**config.mk**
```make
export PLATFORM = sky130hd
export DESIGN_NAME = wavetable_psg_mixer_top
export DESIGN_NICKNAME = d
export VERILOG_FILES = /design/src/hw/rtl/wpm_pkg.sv /design/src/hw/rtl/wpm_front.sv /design/src/hw/rtl/wpm_div.sv /design/src/hw/rtl/wpm_core.sv /design/src/hw/rtl/wavetable_psg_mixer_top.sv
export VERILOG_INCLUDE_DIRS = /design/src /design/src/hw/rtl
export SDC_FILE = /design/constraint.sdc
export NUM_CORES = 2
export LEC_CHECK = 0
export BUFFER_PORTS_ARGS = -buffer_cell sky130_fd_sc_hd__buf_4
export CAP_MARGIN = 20
export CELL_PAD_IN_SITES_DETAIL_PLACEMENT = 0
export CELL_PAD_IN_SITES_GLOBAL_PLACEMENT = 1
export CORE_MARGIN = 2
export CORE_UTILIZATION = 52
export DETAILED_ROUTE_END_ITERATION = 10
export MAX_ROUTING_LAYER = met4
export PLACE_DENSITY = 0.76
export SYNTH_ARGS = -nofsm -noshare
export SYNTH_HDL_FRONTEND = slang
export SYNTH_HIERARCHICAL = 1
export SYNTH_SLANG_ARGS = --single-unit
```
**constraint.sdc**
```tcl
create_clock -name aclk -period 7.29 [get_ports aclk]
set_clock_uncertainty 0.15 [all_clocks]
set_input_delay 1.8225 -clock aclk [delete_from_list [all_inputs] [get_ports aclk]]
set_output_delay 1.8225 -clock aclk [all_outputs]
set_load 0.02 [all_outputs]
```
**src/hw/rtl/wavetable_psg_mixer_top_defines.svh**
```systemverilog
// Assertion macros of the wavetable sound generator RTL, used by the back end.
`ifndef WAVETABLE_PSG_MIXER_TOP_DEFINES_SVH
`define WAVETABLE_PSG_MIXER_TOP_DEFINES_SVH

// Same-cycle implication, checked on aclk outside reset.
`define WPM_ASSERT_IMPL(label, ante, cons, msg) \
    label: assert property (@(posedge aclk) disable iff (!aresetn) (ante) |-> (cons)) \
        else $error(msg);

// Next-cycle implication, checked on aclk outside reset.
`define WPM_ASSERT_NEXT(label, ante, cons, msg) \
    label: assert property (@(posedge aclk) disable iff (!aresetn) (ante) |=> (cons)) \
        else $error(msg);

`endif

```
**src/hw/rtl/wpm_pkg.sv**
```systemverilog
// Shared types, constants and lookup functions of the wavetable sound generator.
`default_nettype none
package wpm_pkg;

    localparam int VOICE_COUNT   = 6;
    localparam int REGISTER_SETS = 8;
    localparam int WAVE_LENGTH   = 32;

    localparam int SET_W     = $clog2(REGISTER_SETS);
    localparam int WAVE_W    = $clog2(WAVE_LENGTH);
    localparam int RAM_DEPTH = REGISTER_SETS * WAVE_LENGTH;
    localparam int RAM_AW    = $clog2(RAM_DEPTH);
    localparam int VCNT_W    = SET_W + 1;
    localparam int NOISE_FIRST = 4;

    localparam int RATIO_W = 24;
    localparam int DVD_W   = RATIO_W + 4;
    localparam int DVS_W   = 13;
    localparam int PHASE_W = 17;
    localparam int NACC_W  = 11;
    localparam int LEVEL_W = 5;
    localparam int VOL_W   = 9;
    localparam int SAMPLE_W = 16;

    localparam int QUEUE_DEPTH = 4;
    localparam int QPTR_W      = $clog2(QUEUE_DEPTH);

    localparam logic [RATIO_W-1:0] RATIO_RESET = 24'd20779;
    localparam logic [15:0]        LFSR_TAPS   = 16'hB400;
    localparam logic [15:0]        LFSR_RESET  = 16'h0001;
    localparam logic [DVS_W-1:0]   PERIOD_ZERO_DIV = 13'd4096;

    localparam logic [3:0] ADDR_SELECT    = 4'd0;
    localparam logic [3:0] ADDR_GBAL      = 4'd1;
    localparam logic [3:0] ADDR_PERIOD_LO = 4'd2;
    localparam logic [3:0] ADDR_PERIOD_HI = 4'd3;
    localparam logic [3:0] ADDR_CONTROL   = 4'd4;
    localparam logic [3:0] ADDR_CHBAL     = 4'd5;
    localparam logic [3:0] ADDR_DATA      = 4'd6;
    localparam logic [3:0] ADDR_NOISE     = 4'd7;

    localparam logic [1:0] MODE_DIRECT = 2'b11;
    localparam logic [1:0] MODE_HOLD   = 2'b01;

    typedef enum logic {OP_WRITE, OP_TICK} op_kind_t;

    typedef struct packed {
        op_kind_t   kind;
        logic [3:0] addr;
        logic [7:0] value;
    } op_t;

    typedef enum logic [1:0] {ST_IDLE, ST_CHAN, ST_DIV, ST_MIX} core_state_t;
    typedef enum logic [1:0] {SRC_WAVE, SRC_DIRECT, SRC_NOISE} src_t;

    function automatic logic [LEVEL_W-1:0] bal_map(input logic [3:0] nib);
        logic [LEVEL_W-1:0] r;
        case (nib)
            4'd0:    r = 5'd0;
            4'd1:    r = 5'd3;
            4'd2:    r = 5'd5;
            4'd3:    r = 5'd7;
            4'd4:    r = 5'd9;
            4'd5:    r = 5'd11;
            4'd6:    r = 5'd13;
            4'd7:    r = 5'd15;
            4'd8:    r = 5'd16;
            4'd9:    r = 5'd19;
            4'd10:   r = 5'd21;
            4'd11:   r = 5'd23;
            4'd12:   r = 5'd25;
            4'd13:   r = 5'd27;
            4'd14:   r = 5'd29;
            default: r = 5'd31;
        endcase
        return r;
    endfunction

    function automatic logic [VOL_W-1:0] vol_rom(input logic [4:0] k);
        logic [VOL_W-1:0] r;
        case (k)
            5'd0:  r = 9'd341;  5'd1:  r = 9'd287;  5'd2:  r = 9'd241;  5'd3:  r = 9'd203;
            5'd4:  r = 9'd171;  5'd5:  r = 9'd143;  5'd6:  r = 9'd121;  5'd7:  r = 9'd101;
            5'd8:  r = 9'd85;   5'd9:  r = 9'd72;   5'd10: r = 9'd60;   5'd11: r = 9'd51;
            5'd12: r = 9'd42;   5'd13: r = 9'd36;   5'd14: r = 9'd30;   5'd15: r = 9'd25;
            5'd16: r = 9'd21;   5'd17: r = 9'd18;   5'd18: r = 9'd15;   5'd19: r = 9'd12;
            5'd20: r = 9'd10;   5'd21: r = 9'd9;    5'd22: r = 9'd7;    5'd23: r = 9'd6;
            5'd24: r = 9'd5;    5'd25: r = 9'd4;    5'd26: r = 9'd3;    5'd27: r = 9'd3;
            5'd28: r = 9'd2;    5'd29: r = 9'd2;    5'd30: r = 9'd1;
            default: r = 9'd0;
        endcase
        return r;
    endfunction

    // Total attenuation of channel balance, level and global balance, capped.
    function automatic logic [VOL_W-1:0] atten_vol(input logic [3:0] chb,
                                                  input logic [3:0] glb,
                                                  input logic [LEVEL_W-1:0] lvl);
        logic [6:0] a;
        a = 7'(5'd31 - bal_map(chb)) + 7'(5'd31 - lvl) + 7'(5'd31 - bal_map(glb));
        if (a > 7'd31) begin
            a = 7'd31;
        end
        return vol_rom(a[4:0]);
    endfunction

endpackage
`default_nettype wire

```
**src/hw/rtl/wpm_front.sv**
```systemverilog
// Front end: accepts items, classifies them and queues them for the back end.
`default_nettype none
module wpm_front (
    input  wire logic          aclk,
    input  wire logic          aresetn,
    input  wire logic          s_valid,
    output logic               s_ready,
    input  wire logic          s_action,
    input  wire logic [3:0]    s_address,
    input  wire logic [7:0]    s_value,
    output logic               q_valid,
    output wpm_pkg::op_t       q_op,
    input  wire logic          q_pop
);
    import wpm_pkg::*;

    op_t               fifo_reg [QUEUE_DEPTH];
    logic [QPTR_W-1:0] wr_ptr_reg;
    logic [QPTR_W-1:0] rd_ptr_reg;
    logic [QPTR_W:0]   count_reg;
    logic              push;
    logic              pop;
    op_t               in_op;

    assign s_ready = (count_reg != (QPTR_W+1)'(QUEUE_DEPTH));
    assign q_valid = (count_reg != '0);
    assign q_op    = fifo_reg[rd_ptr_reg];
    assign push    = s_valid && s_ready;
    assign pop     = q_pop && q_valid;

    always_comb begin
        in_op.kind  = s_action ? OP_TICK : OP_WRITE;
        in_op.addr  = s_address;
        in_op.value = s_value;
    end

    always_ff @(posedge aclk) begin
        if (push) begin
            fifo_reg[wr_ptr_reg] <= in_op;
        end
    end

    always_ff @(posedge aclk) begin
        if (!aresetn) begin
            wr_ptr_reg <= '0;
            rd_ptr_reg <= '0;
            count_reg  <= '0;
        end else begin
            if (push) begin
                wr_ptr_reg <= wr_ptr_reg + 1'b1;
            end
            if (pop) begin
                rd_ptr_reg <= rd_ptr_reg + 1'b1;
            end
            if (push && !pop) begin
                count_reg <= count_reg + 1'b1;
            end else if (pop && !push) begin
                count_reg <= count_reg - 1'b1;
            end
        end
    end

endmodule
`default_nettype wire

```
**src/hw/rtl/wpm_div.sv**
```systemverilog
// Restoring divider producing one quotient bit per cycle for the step sizes.
`default_nettype none
module wpm_div (
    input  wire logic                        aclk,
    input  wire logic                        aresetn,
    input  wire logic                        start,
    input  wire logic [wpm_pkg::DVD_W-1:0]   dividend,
    input  wire logic [wpm_pkg::DVS_W-1:0]   divisor,
    output logic                             busy,
    output logic                             done,
    output logic [wpm_pkg::DVD_W-1:0]        quotient
);
    import wpm_pkg::*;

    localparam int CNT_W = $clog2(DVD_W + 1);

    logic [DVD_W-1:0] dq_reg;
    logic [DVS_W-1:0] rem_reg;
    logic [DVS_W-1:0] dvs_reg;
    logic [CNT_W-1:0] cnt_reg;
    logic             busy_reg;
    logic             done_reg;
    logic [DVS_W:0]   rem_sh;
    logic [DVS_W:0]   diff;
    logic             ge;

    assign busy     = busy_reg;
    assign done     = done_reg;
    assign quotient = dq_reg;

    always_comb begin
        rem_sh = {rem_reg, dq_reg[DVD_W-1]};
        diff   = rem_sh - {1'b0, dvs_reg};
        ge     = (rem_sh >= {1'b0, dvs_reg});
    end

    always_ff @(posedge aclk) begin
        if (start) begin
            dq_reg  <= dividend;
            rem_reg <= '0;
            dvs_reg <= divisor;
        end else if (busy_reg) begin
            rem_reg <= ge ? diff[DVS_W-1:0] : rem_sh[DVS_W-1:0];
            dq_reg  <= {dq_reg[DVD_W-2:0], ge};
        end
    end

    always_ff @(posedge aclk) begin
        if (!aresetn) begin
            busy_reg <= 1'b0;
            done_reg <= 1'b0;
            cnt_reg  <= '0;
        end else begin
            done_reg <= 1'b0;
            if (start) begin
                busy_reg <= 1'b1;
                cnt_reg  <= CNT_W'(DVD_W);
            end else if (busy_reg) begin
                cnt_reg <= cnt_reg - 1'b1;
                if (cnt_reg == CNT_W'(1)) begin
                    busy_reg <= 1'b0;
                    done_reg <= 1'b1;
                end
            end
        end
    end

endmodule
`default_nettype wire

```
**src/hw/rtl/wpm_core.sv**
```systemverilog
// Back end: register file, wave memory, channel sequencer and stereo mixer.
`default_nettype none
`include "wavetable_psg_mixer_top_defines.svh"
module wpm_core (
    input  wire logic                          aclk,
    input  wire logic                          aresetn,
    input  wire logic [wpm_pkg::RATIO_W-1:0]   ratio,
    input  wire logic                          q_valid,
    input  wire wpm_pkg::op_t                  q_op,
    output logic                               q_pop,
    output logic                               m_valid,
    input  wire logic                          m_ready,
    output logic signed [wpm_pkg::SAMPLE_W-1:0] m_left_sample,
    output logic signed [wpm_pkg::SAMPLE_W-1:0] m_right_sample
);
    import wpm_pkg::*;

    core_state_t state_reg, state_next;

    logic [SET_W-1:0]   sel_reg;
    logic [7:0]         gbal_reg;
    logic [11:0]        tone_reg   [REGISTER_SETS];
    logic [7:0]         ctl_reg    [REGISTER_SETS];
    logic [7:0]         chbal_reg  [REGISTER_SETS];
    logic [WAVE_W-1:0]  wwi_reg    [REGISTER_SETS];
    logic [LEVEL_W-1:0] direct_reg [REGISTER_SETS];
    logic [7:0]         noise_reg  [REGISTER_SETS];
    logic [PHASE_W-1:0] phase_reg  [REGISTER_SETS];
    logic [NACC_W-1:0]  nacc_reg   [REGISTER_SETS];
    logic [LEVEL_W-1:0] nlvl_reg   [REGISTER_SETS];
    logic [15:0]        lfsr_reg;

    logic [VCNT_W-1:0]  ch_reg;
    logic [VOL_W-1:0]   vl_reg, vr_reg;
    src_t               src_reg;
    logic [LEVEL_W-1:0] smp_reg;
    logic [SAMPLE_W-1:0] left_reg, right_reg;
    logic               m_valid_reg;

    logic [LEVEL_W-1:0] wave_mem [RAM_DEPTH];
    logic [RAM_DEPTH-1:0] wave_vld_reg;
    logic [LEVEL_W-1:0] rd_data_reg;
    logic               rd_vld_reg;

    logic do_write, tick_start, chan_skip, chan_go, div_start, div_finish, mix, out_load;
    logic [SET_W-1:0]   idx;
    logic [SET_W-1:0]   ch_idx;
    logic [7:0]         ctl;
    src_t               src_cur;
    logic               wave_wr;
    logic [RAM_AW-1:0]  wr_addr, rd_addr;
    logic [DVD_W-1:0]   div_dvd;
    logic [DVS_W-1:0]   div_dvs;
    logic [5:0]         noise_n;
    logic               div_busy, div_done;
    logic [DVD_W-1:0]   div_q;
    logic [NACC_W:0]    nsum;
    logic               nfire;
    logic               lfsr_out;
    logic [15:0]        lfsr_next;
    logic [LEVEL_W-1:0] nlvl_new;
    logic signed [5:0]  smp_off;
    logic signed [SAMPLE_W-1:0] lprod, rprod;

    assign ch_idx = ch_reg[SET_W-1:0];
    assign idx    = (state_reg == ST_IDLE) ? sel_reg : ch_idx;
    assign ctl    = ctl_reg[idx];

    always_comb begin
        if ((ch_reg >= VCNT_W'(NOISE_FIRST)) && noise_reg[idx][7]) begin
            src_cur = SRC_NOISE;
        end else if (ctl[6]) begin
            src_cur = SRC_DIRECT;
        end else begin
            src_cur = SRC_WAVE;
        end
    end

    always_comb begin
        noise_n = 6'({1'b0, noise_reg[idx][4:0] ^ 5'h1F}) + 6'd1;
        if (src_cur == SRC_NOISE) begin
            div_dvd = DVD_W'(ratio);
            div_dvs = DVS_W'({noise_n, 3'b000});
        end else begin
            div_dvd = {ratio, 4'b0000};
            div_dvs = (tone_reg[idx] == '0) ? PERIOD_ZERO_DIV : {1'b0, tone_reg[idx]};
        end
    end

    assign wave_wr = do_write && (q_op.addr == ADDR_DATA) && (ctl[7:6] != MODE_DIRECT)
                     && (ctl[7:6] != MODE_HOLD);
    assign wr_addr = {sel_reg, wwi_reg[sel_reg]};
    assign rd_addr = {ch_idx, phase_reg[ch_idx][PHASE_W-1 -: WAVE_W]};

    always_comb begin
        nsum      = {1'b0, nacc_reg[ch_idx]} + {1'b0, div_q[NACC_W-1:0]};
        nfire     = (|div_q[DVD_W-1:NACC_W]) || nsum[NACC_W];
        lfsr_out  = lfsr_reg[0];
        lfsr_next = (lfsr_reg >> 1) ^ (lfsr_out ? LFSR_TAPS : 16'h0000);
        nlvl_new  = lfsr_out ? 5'h1F : 5'h00;
        smp_off   = $signed({1'b0, smp_reg}) - 6'sd16;
        lprod     = $signed({1'b0, vl_reg}) * smp_off;
        rprod     = $signed({1'b0, vr_reg}) * smp_off;
    end

    // Sequencer.
    always_comb begin
        state_next = state_reg;
        q_pop      = 1'b0;
        do_write   = 1'b0;
        tick_start = 1'b0;
        chan_skip  = 1'b0;
        chan_go    = 1'b0;
        div_start  = 1'b0;
        div_finish = 1'b0;
        mix        = 1'b0;
        out_load   = 1'b0;
        case (state_reg)
            ST_IDLE: begin
                if (q_valid) begin
                    if (q_op.kind == OP_WRITE) begin
                        q_pop    = 1'b1;
                        do_write = 1'b1;
                    end else if (!m_valid_reg) begin
                        q_pop      = 1'b1;
                        tick_start = 1'b1;
                        state_next = ST_CHAN;
                    end
                end
            end
            ST_CHAN: begin
                if (ch_reg == VCNT_W'(VOICE_COUNT)) begin
                    out_load   = 1'b1;
                    state_next = ST_IDLE;
                end else if (!ctl[7]) begin
                    chan_skip = 1'b1;
                end else begin
                    chan_go = 1'b1;
                    if (src_cur == SRC_DIRECT) begin
                        state_next = ST_MIX;
                    end else begin
                        div_start  = 1'b1;
                        state_next = ST_DIV;
                    end
                end
            end
            ST_DIV: begin
                if (div_done) begin
                    div_finish = 1'b1;
                    state_next = ST_MIX;
                end
            end
            ST_MIX: begin
                mix        = 1'b1;
                state_next = ST_CHAN;
            end
            default: state_next = ST_IDLE;
        endcase
    end

    wpm_div u_div (
        .aclk     (aclk),
        .aresetn  (aresetn),
        .start    (div_start),
        .dividend (div_dvd),
        .divisor  (div_dvs),
        .busy     (div_busy),
        .done     (div_done),
        .quotient (div_q)
    );

    // Wave memory with registered read.
    always_ff @(posedge aclk) begin
        if (wave_wr) begin
            wave_mem[wr_addr] <= q_op.value[LEVEL_W-1:0];
        end
        rd_data_reg <= wave_mem[rd_addr];
    end

    always_ff @(posedge aclk) begin
        if (!aresetn) begin
            wave_vld_reg <= '0;
            rd_vld_reg   <= 1'b0;
        end else begin
            if (wave_wr) begin
                wave_vld_reg[wr_addr] <= 1'b1;
            end
            rd_vld_reg <= wave_vld_reg[rd_addr];
        end
    end

    // Datapath registers that carry one channel through the mixer.
    always_ff @(posedge aclk) begin
        if (chan_go) begin
            vl_reg  <= atten_vol(chbal_reg[idx][7:4], gbal_reg[7:4], ctl[4:0]);
            vr_reg  <= atten_vol(chbal_reg[idx][3:0], gbal_reg[3:0], ctl[4:0]);
            src_reg <= src_cur;
            if (src_cur == SRC_DIRECT) begin
                smp_reg <= direct_reg[idx];
            end
        end else if (div_finish) begin
            if (src_reg == SRC_NOISE) begin
                smp_reg <= nfire ? nlvl_new : nlvl_reg[ch_idx];
            end else begin
                smp_reg <= rd_vld_reg ? rd_data_reg : '0;
            end
        end
    end

    always_ff @(posedge aclk) begin
        if (!aresetn) begin
            state_reg   <= ST_IDLE;
            sel_reg     <= '0;
            gbal_reg    <= '0;
            lfsr_reg    <= LFSR_RESET;
            ch_reg      <= '0;
            left_reg    <= '0;
            right_reg   <= '0;
            m_valid_reg <= 1'b0;
            for (int i = 0; i < REGISTER_SETS; i++) begin
                tone_reg[i]   <= '0;
                ctl_reg[i]    <= '0;
                chbal_reg[i]  <= '0;
                wwi_reg[i]    <= '0;
                direct_reg[i] <= '0;
                noise_reg[i]  <= '0;
                phase_reg[i]  <= '0;
                nacc_reg[i]   <= '0;
                nlvl_reg[i]   <= '0;
            end
        end else begin
            state_reg <= state_next;

            if (do_write) begin
                case (q_op.addr)
                    ADDR_SELECT:    sel_reg <= q_op.value[SET_W-1:0];
                    ADDR_GBAL:      gbal_reg <= q_op.value;
                    ADDR_PERIOD_LO: tone_reg[sel_reg][7:0] <= q_op.value;
                    ADDR_PERIOD_HI: tone_reg[sel_reg][11:8] <= q_op.value[3:0];
                    ADDR_CONTROL: begin
                        if (ctl[6] && !q_op.value[6]) begin
                            wwi_reg[sel_reg] <= '0;
                        end
                        ctl_reg[sel_reg] <= q_op.value;
                    end
                    ADDR_CHBAL:     chbal_reg[sel_reg] <= q_op.value;
                    ADDR_DATA: begin
                        if (ctl[7:6] == MODE_DIRECT) begin
                            direct_reg[sel_reg] <= q_op.value[LEVEL_W-1:0];
                        end else if (ctl[7:6] != MODE_HOLD) begin
                            wwi_reg[sel_reg] <= wwi_reg[sel_reg] + 1'b1;
                        end
                    end
                    ADDR_NOISE:     noise_reg[sel_reg] <= q_op.value;
                    default: ;
                endcase
            end

            if (tick_start) begin
                ch_reg    <= '0;
                left_reg  <= '0;
                right_reg <= '0;
            end else if (chan_skip || mix) begin
                ch_reg <= ch_reg + 1'b1;
            end

            if (mix) begin
                left_reg  <= left_reg + lprod;
                right_reg <= right_reg + rprod;
            end

            if (div_finish) begin
                if (src_reg == SRC_NOISE) begin
                    nacc_reg[ch_idx] <= nsum[NACC_W-1:0];
                    if (nfire) begin
                        lfsr_reg         <= lfsr_next;
                        nlvl_reg[ch_idx] <= nlvl_new;
                    end
                end else begin
                    phase_reg[ch_idx] <= phase_reg[ch_idx] + div_q[PHASE_W-1:0];
                end
            end

            if (out_load) begin
                m_valid_reg <= 1'b1;
            end else if (m_ready) begin
                m_valid_reg <= 1'b0;
            end
        end
    end

    assign m_valid        = m_valid_reg;
    assign m_left_sample  = left_reg;
    assign m_right_sample = right_reg;

    `WPM_ASSERT_IMPL(a_out_free, out_load, !m_valid_reg, "sample loaded over a pending one")
    `WPM_ASSERT_IMPL(a_div_idle, div_start, !div_busy, "divider restarted while busy")
    `WPM_ASSERT_IMPL(a_div_src, state_reg == ST_DIV, src_reg != SRC_DIRECT,
                     "divider wait for a direct-level channel")
    `WPM_ASSERT_NEXT(a_tick_clear, tick_start, (ch_reg == '0) && (left_reg == '0),
                     "tick did not restart the mix")

endmodule
`default_nettype wire

```
**src/hw/rtl/wavetable_psg_mixer_top.sv**
```systemverilog
// Top level of the six-channel wavetable sound generator with stereo mixer.
// A register write waits in the front queue and is applied when the idle back end takes it.
// A sample is built by walking the channels: disabled and direct-level channels skip the
// bit-serial step divider, while each wave or noise channel waits for it.
// Up to four items queue in front, so the input accepts while a sample waits, until the queue fills.
// aresetn is synchronous and active low; it clears the control state and marks the wave store empty.
`default_nettype none
module wavetable_psg_mixer_top (
    input  wire logic                           aclk,
    input  wire logic                           aresetn,
    input  wire logic                           cfg_we,
    input  wire logic [wpm_pkg::RATIO_W-1:0]    cfg_wdata,
    input  wire logic                           s_valid,
    output logic                                s_ready,
    input  wire logic                           s_action,
    input  wire logic [3:0]                     s_address,
    input  wire logic [7:0]                     s_value,
    output logic                                m_valid,
    input  wire logic                           m_ready,
    output logic signed [wpm_pkg::SAMPLE_W-1:0] m_left_sample,
    output logic signed [wpm_pkg::SAMPLE_W-1:0] m_right_sample
);
    import wpm_pkg::*;

    // Clock rate ratio, to be written only while the generator is idle; the block does not enforce it.
    logic [RATIO_W-1:0] ratio_reg;
    logic               q_valid;
    logic               q_pop;
    op_t                q_op;

    always_ff @(posedge aclk) begin
        if (!aresetn) begin
            ratio_reg <= RATIO_RESET;
        end else if (cfg_we) begin
            ratio_reg <= cfg_wdata;
        end
    end

    // The front end classifies each transfer and queues it.
    wpm_front u_front (
        .aclk      (aclk),
        .aresetn   (aresetn),
        .s_valid   (s_valid),
        .s_ready   (s_ready),
        .s_action  (s_action),
        .s_address (s_address),
        .s_value   (s_value),
        .q_valid   (q_valid),
        .q_op      (q_op),
        .q_pop     (q_pop)
    );

    // The back end applies writes and walks the channels for each tick.
    wpm_core u_core (
        .aclk           (aclk),
        .aresetn        (aresetn),
        .ratio          (ratio_reg),
        .q_valid        (q_valid),
        .q_op           (q_op),
        .q_pop          (q_pop),
        .m_valid        (m_valid),
        .m_ready        (m_ready),
        .m_left_sample  (m_left_sample),
        .m_right_sample (m_right_sample)
    );

endmodule
`default_nettype wire

```
==> impl_metrics.csv <==
group,metric,value,unit
yosys,yosys_warnings,6,
yosys,synthCells,8653,
critical_path,cpMostUsedCell,"sky130_fd_sc_hd__buf_4",
layout,multi_input_comb_area,0.03404,mm2
yosys,synth.cell_area,0.1045,mm2
floorplan,core_area,0.1997,mm2
yosys,synth.distinct_cells,84,
cts,cts_inserted_buffers,239,
detailed_routing,drt_first_pass_iters,6,
global_routing,antenna_violations_before_repair,9,
placement,place_ws,788.8,ps
critical_path,worstRegToRegCells,11,
power,total_leakage_power,41.61,nW
yosys,synth.area.top_cells,"sky130_fd_sc_hd__edfxtp_1 (57%), sky130_fd_sc_hd__dfxtp_1 (7.6%), sky130_fd_sc_hd__nand2_1 (6.4%), sky130_fd_sc_hd__mux4_2 (3.4%), sky130_fd_sc_hd__nor2_1 (3.3%)",
floorplan,dieHeight,452.3,um
floorplan,core.rowCount,164,
layout,flip_flop_count_of_the_largest_register_all_copies_and_words_added,1280,
cts,clk_latency,880,ps
yosys,synth-compound-area-share,0.06343,
critical_path,path_class,"flop to flop",
floorplan,ios,76,
sta,relSlewSlack,0.2002,
global_routing,largest_net_degree_at_the_start_of_global_routing,174,
sta,post-route-period-util,0.9173,
sta,report.final.slew_viol_count,0,
cts,clock_path_buffers,3,
placement,placed_area,0.1075,mm2
detailed_routing,drt.antenna.violating_nets,0,
sta,postLayoutSetupSlackWorst,603.1,ps
power,p_per_area,321.9,mW/mm2
layout,fraction_of_final_layout_cells_with_drive_strength_greater_than_1,0.1036,
yosys,synth.yosys.seq_area_share,0.6432,
floorplan,die_area,0.2046,mm2
floorplan,die_w,452.3,um
cts,cts.root.buffer_cell,"sky130_fd_sc_hd__clkbuf_16",
sta,finalSetupViolCount,0,
detailed_routing,wl_per_cell,25.70,um
cts,post_cts_resize_count,0,
global_routing,gr-total-overflow,0,
cts,post-cts-setup-buffers,0,
detailed_routing,num_vias,69510,
yosys,yosys.area_share.simple,0.1621,
critical_path,worst-path-max-fanout,31,
status,status,"finished, final reports clean",
yosys,yosys-top-cells-count,"sky130_fd_sc_hd__edfxtp_1 (1974), sky130_fd_sc_hd__nand2_1 (1787), sky130_fd_sc_hd__nor2_1 (922), sky130_fd_sc_hd__nand3_1 (495), sky130_fd_sc_hd__dfxtp_1 (397)",
yosys,synth_top_family_by_area,"simple AND/OR/NAND/NOR gates",
cts,tritoncts,"built",
critical_path,setup.worst_path.end_class,"flop",
sta,timing.final.hold_violations,0,
sta,rsz0062_at_grt,"false",
global_routing,grt_pass1_vias,66860,
yosys,synth.most_common_cell,"sky130_fd_sc_hd__edfxtp_1",
cts,number_of_sinks_handled_by_clock_tree_synthesis,2371,
cts,htree_levels,4,
yosys,synth_top_area_share,0.5671,
hold_path,timing.hold.worst_path_depth,1,
critical_path,cp-start-kind,"flop",
yosys,asyncSetResetFlopFracSynth,0,
critical_path,crit_path_max_incr_delay,970,ps
critical_path,timing.critical_path.arrival,7050,ps
layout,fill_cells,16190,
power,max-vdd-ir-drop,0.2779,mV
layout,areaGrowthSynthToFinish,10.76,%
cts,cts_hold_buffers,0,
placement,dpl.hpwl,183900,um
layout,fin_nets,8893,
critical_path,critical_path_required,7660,ps
detailed_routing,detail_route.iter0.violations,9038,
yosys,synth_xor_xnor_area_share,0.006871,
hold_path,holdCritPathClass,"flop to flop",
floorplan,start_util,0.5235,
sta,tns,0,ps
yosys,edff_count_synth,1974,
global_routing,globalRouteTotalUtil,0.2948,
layout,area.sequential,0.06723,mm2
yosys,synthAdderAreaFrac,0.03735,
detailed_routing,drt-vias-per-instance,6.056,
layout,total_non_filler_cell_area_in_the_finished_layout,0.1158,mm2
placement,port-buffer-count,75,
yosys,mappedNetlistNets,8947,
cts,clkSlewWorstSetupHoldPaths,60,ps
sta,timing_worst_slew_pin_value,1195,ps
yosys,synth_area_leader_cell,"sky130_fd_sc_hd__edfxtp_1",
detailed_routing,drcViolationCount,0,
global_routing,grt_first_pass_wirelength,437300,um
yosys,syn_area_per_cell,12.08,um2
critical_path,worst_path_max_delay_cell,"sky130_fd_sc_hd__nand3b_1",
yosys,synth.ff_latch_count,2371,
sta,period_minus_slack,6687,ps
yosys,yosys-mux-area-fraction,0.05474,
detailed_routing,totalWireLength,295000,um
yosys,commonest_register_cell_after_synthesis,"sky130_fd_sc_hd__edfxtp_1",
layout,utilization,0.5799,
flow_run,cap_viol_max_count,0,
placement,place_congestion,0.8934,
sta,max_clock_freq,149.5,MHz
critical_path,crit_chain,"inv_1 -> ha_1 -> mux2i_4 -> buf_4 -> mux4_2 -> mux2i_1 -> buf_4 -> and3_1 -> and2_0 -> nand3b_1 -> nor2_1",
-- cell type report --
class                      count  area share
clock inverter               123     0.01275
sequential                  2371      0.5807
timing repair buffer         252     0.01905
clock buffer                 333     0.05743
inverter                     214    0.007176
multi-input combinational   5521      0.2940
tap                         2656     0.02870
antenna                        7   0.0001513
-- where the power goes --
group / total (W) / switching [W] / internal (W)
clock: 0.0126 / 0.00523 / 0.00739
sequential: 0.0160 / 0.000255 / 0.0157
combinational: 0.00868 / 0.00614 / 0.00254
-- cell families after synthesis --
logic type      count (synthesis)
flops                        2371
xor+xnor                       82
fa+ha+maj                     252
mux                           360
simple gates                 3891
buf+inv                       761
compound gates                936
-- per-layer routing --
layer / part of all wire / global-route usage / wire, um
met5: 0 / - / 0
met4: 0.026 / 0.07880 / 7659
met3: 0.093 / 0.05347 / 27310
met2: 0.45 / 0.4393 / 134000
met1: 0.43 / 0.4191 / 126100
-- final timing paths --
path                             end                    start  slack (ps)
max           u_core/wave_mem[12][4]      u_core/state_reg[0]         600
min          u_core/wave_vld_reg[40]  u_core/wave_vld_reg[40]         310
max reg2reg   u_core/wave_mem[12][4]      u_core/state_reg[0]         600
min reg2reg  u_core/wave_vld_reg[40]  u_core/wave_vld_reg[40]         310
-- placed cells by master (no fill, tap or decap), drive strengths merged, types with 132 or more instances in the layout --
cell    Yosys  routed
edfxtp   1974    1974
nand2    1787    1787
nor2      924     924
nand3     495     495
dfxtp     397     397
clkbuf    249     337
and2      298     298
buf       298     248
inv       212     215
and3      187     187
o21a      186     186
mux4      158     158
a311oi    157     157
ha        152     152
o21ai     132     132
-- critical path: cells and delay by family, from the launching register on --
kind	cells	cell delay, ps
simple gates	4	2960
mux	3	1480
buf+inv	3	860
fa+ha+maj	1	510
flops	1	330
-- per-stage QoR --
stage | hold slack (ps) | cells | total power (W)
floorplan | 287.1 | 8653 | 0.02175
global placement | 295.2 | 11000 | 0.02472
detailed placement | 302.7 | 11000 | 0.02482
CTS | 316.3 | 11460 | 0.03734
global route | 324.3 | 11470 | 0.03864
finish | 312.0 | 11480 | 0.03727
Power figures use the tool's default switching activity.
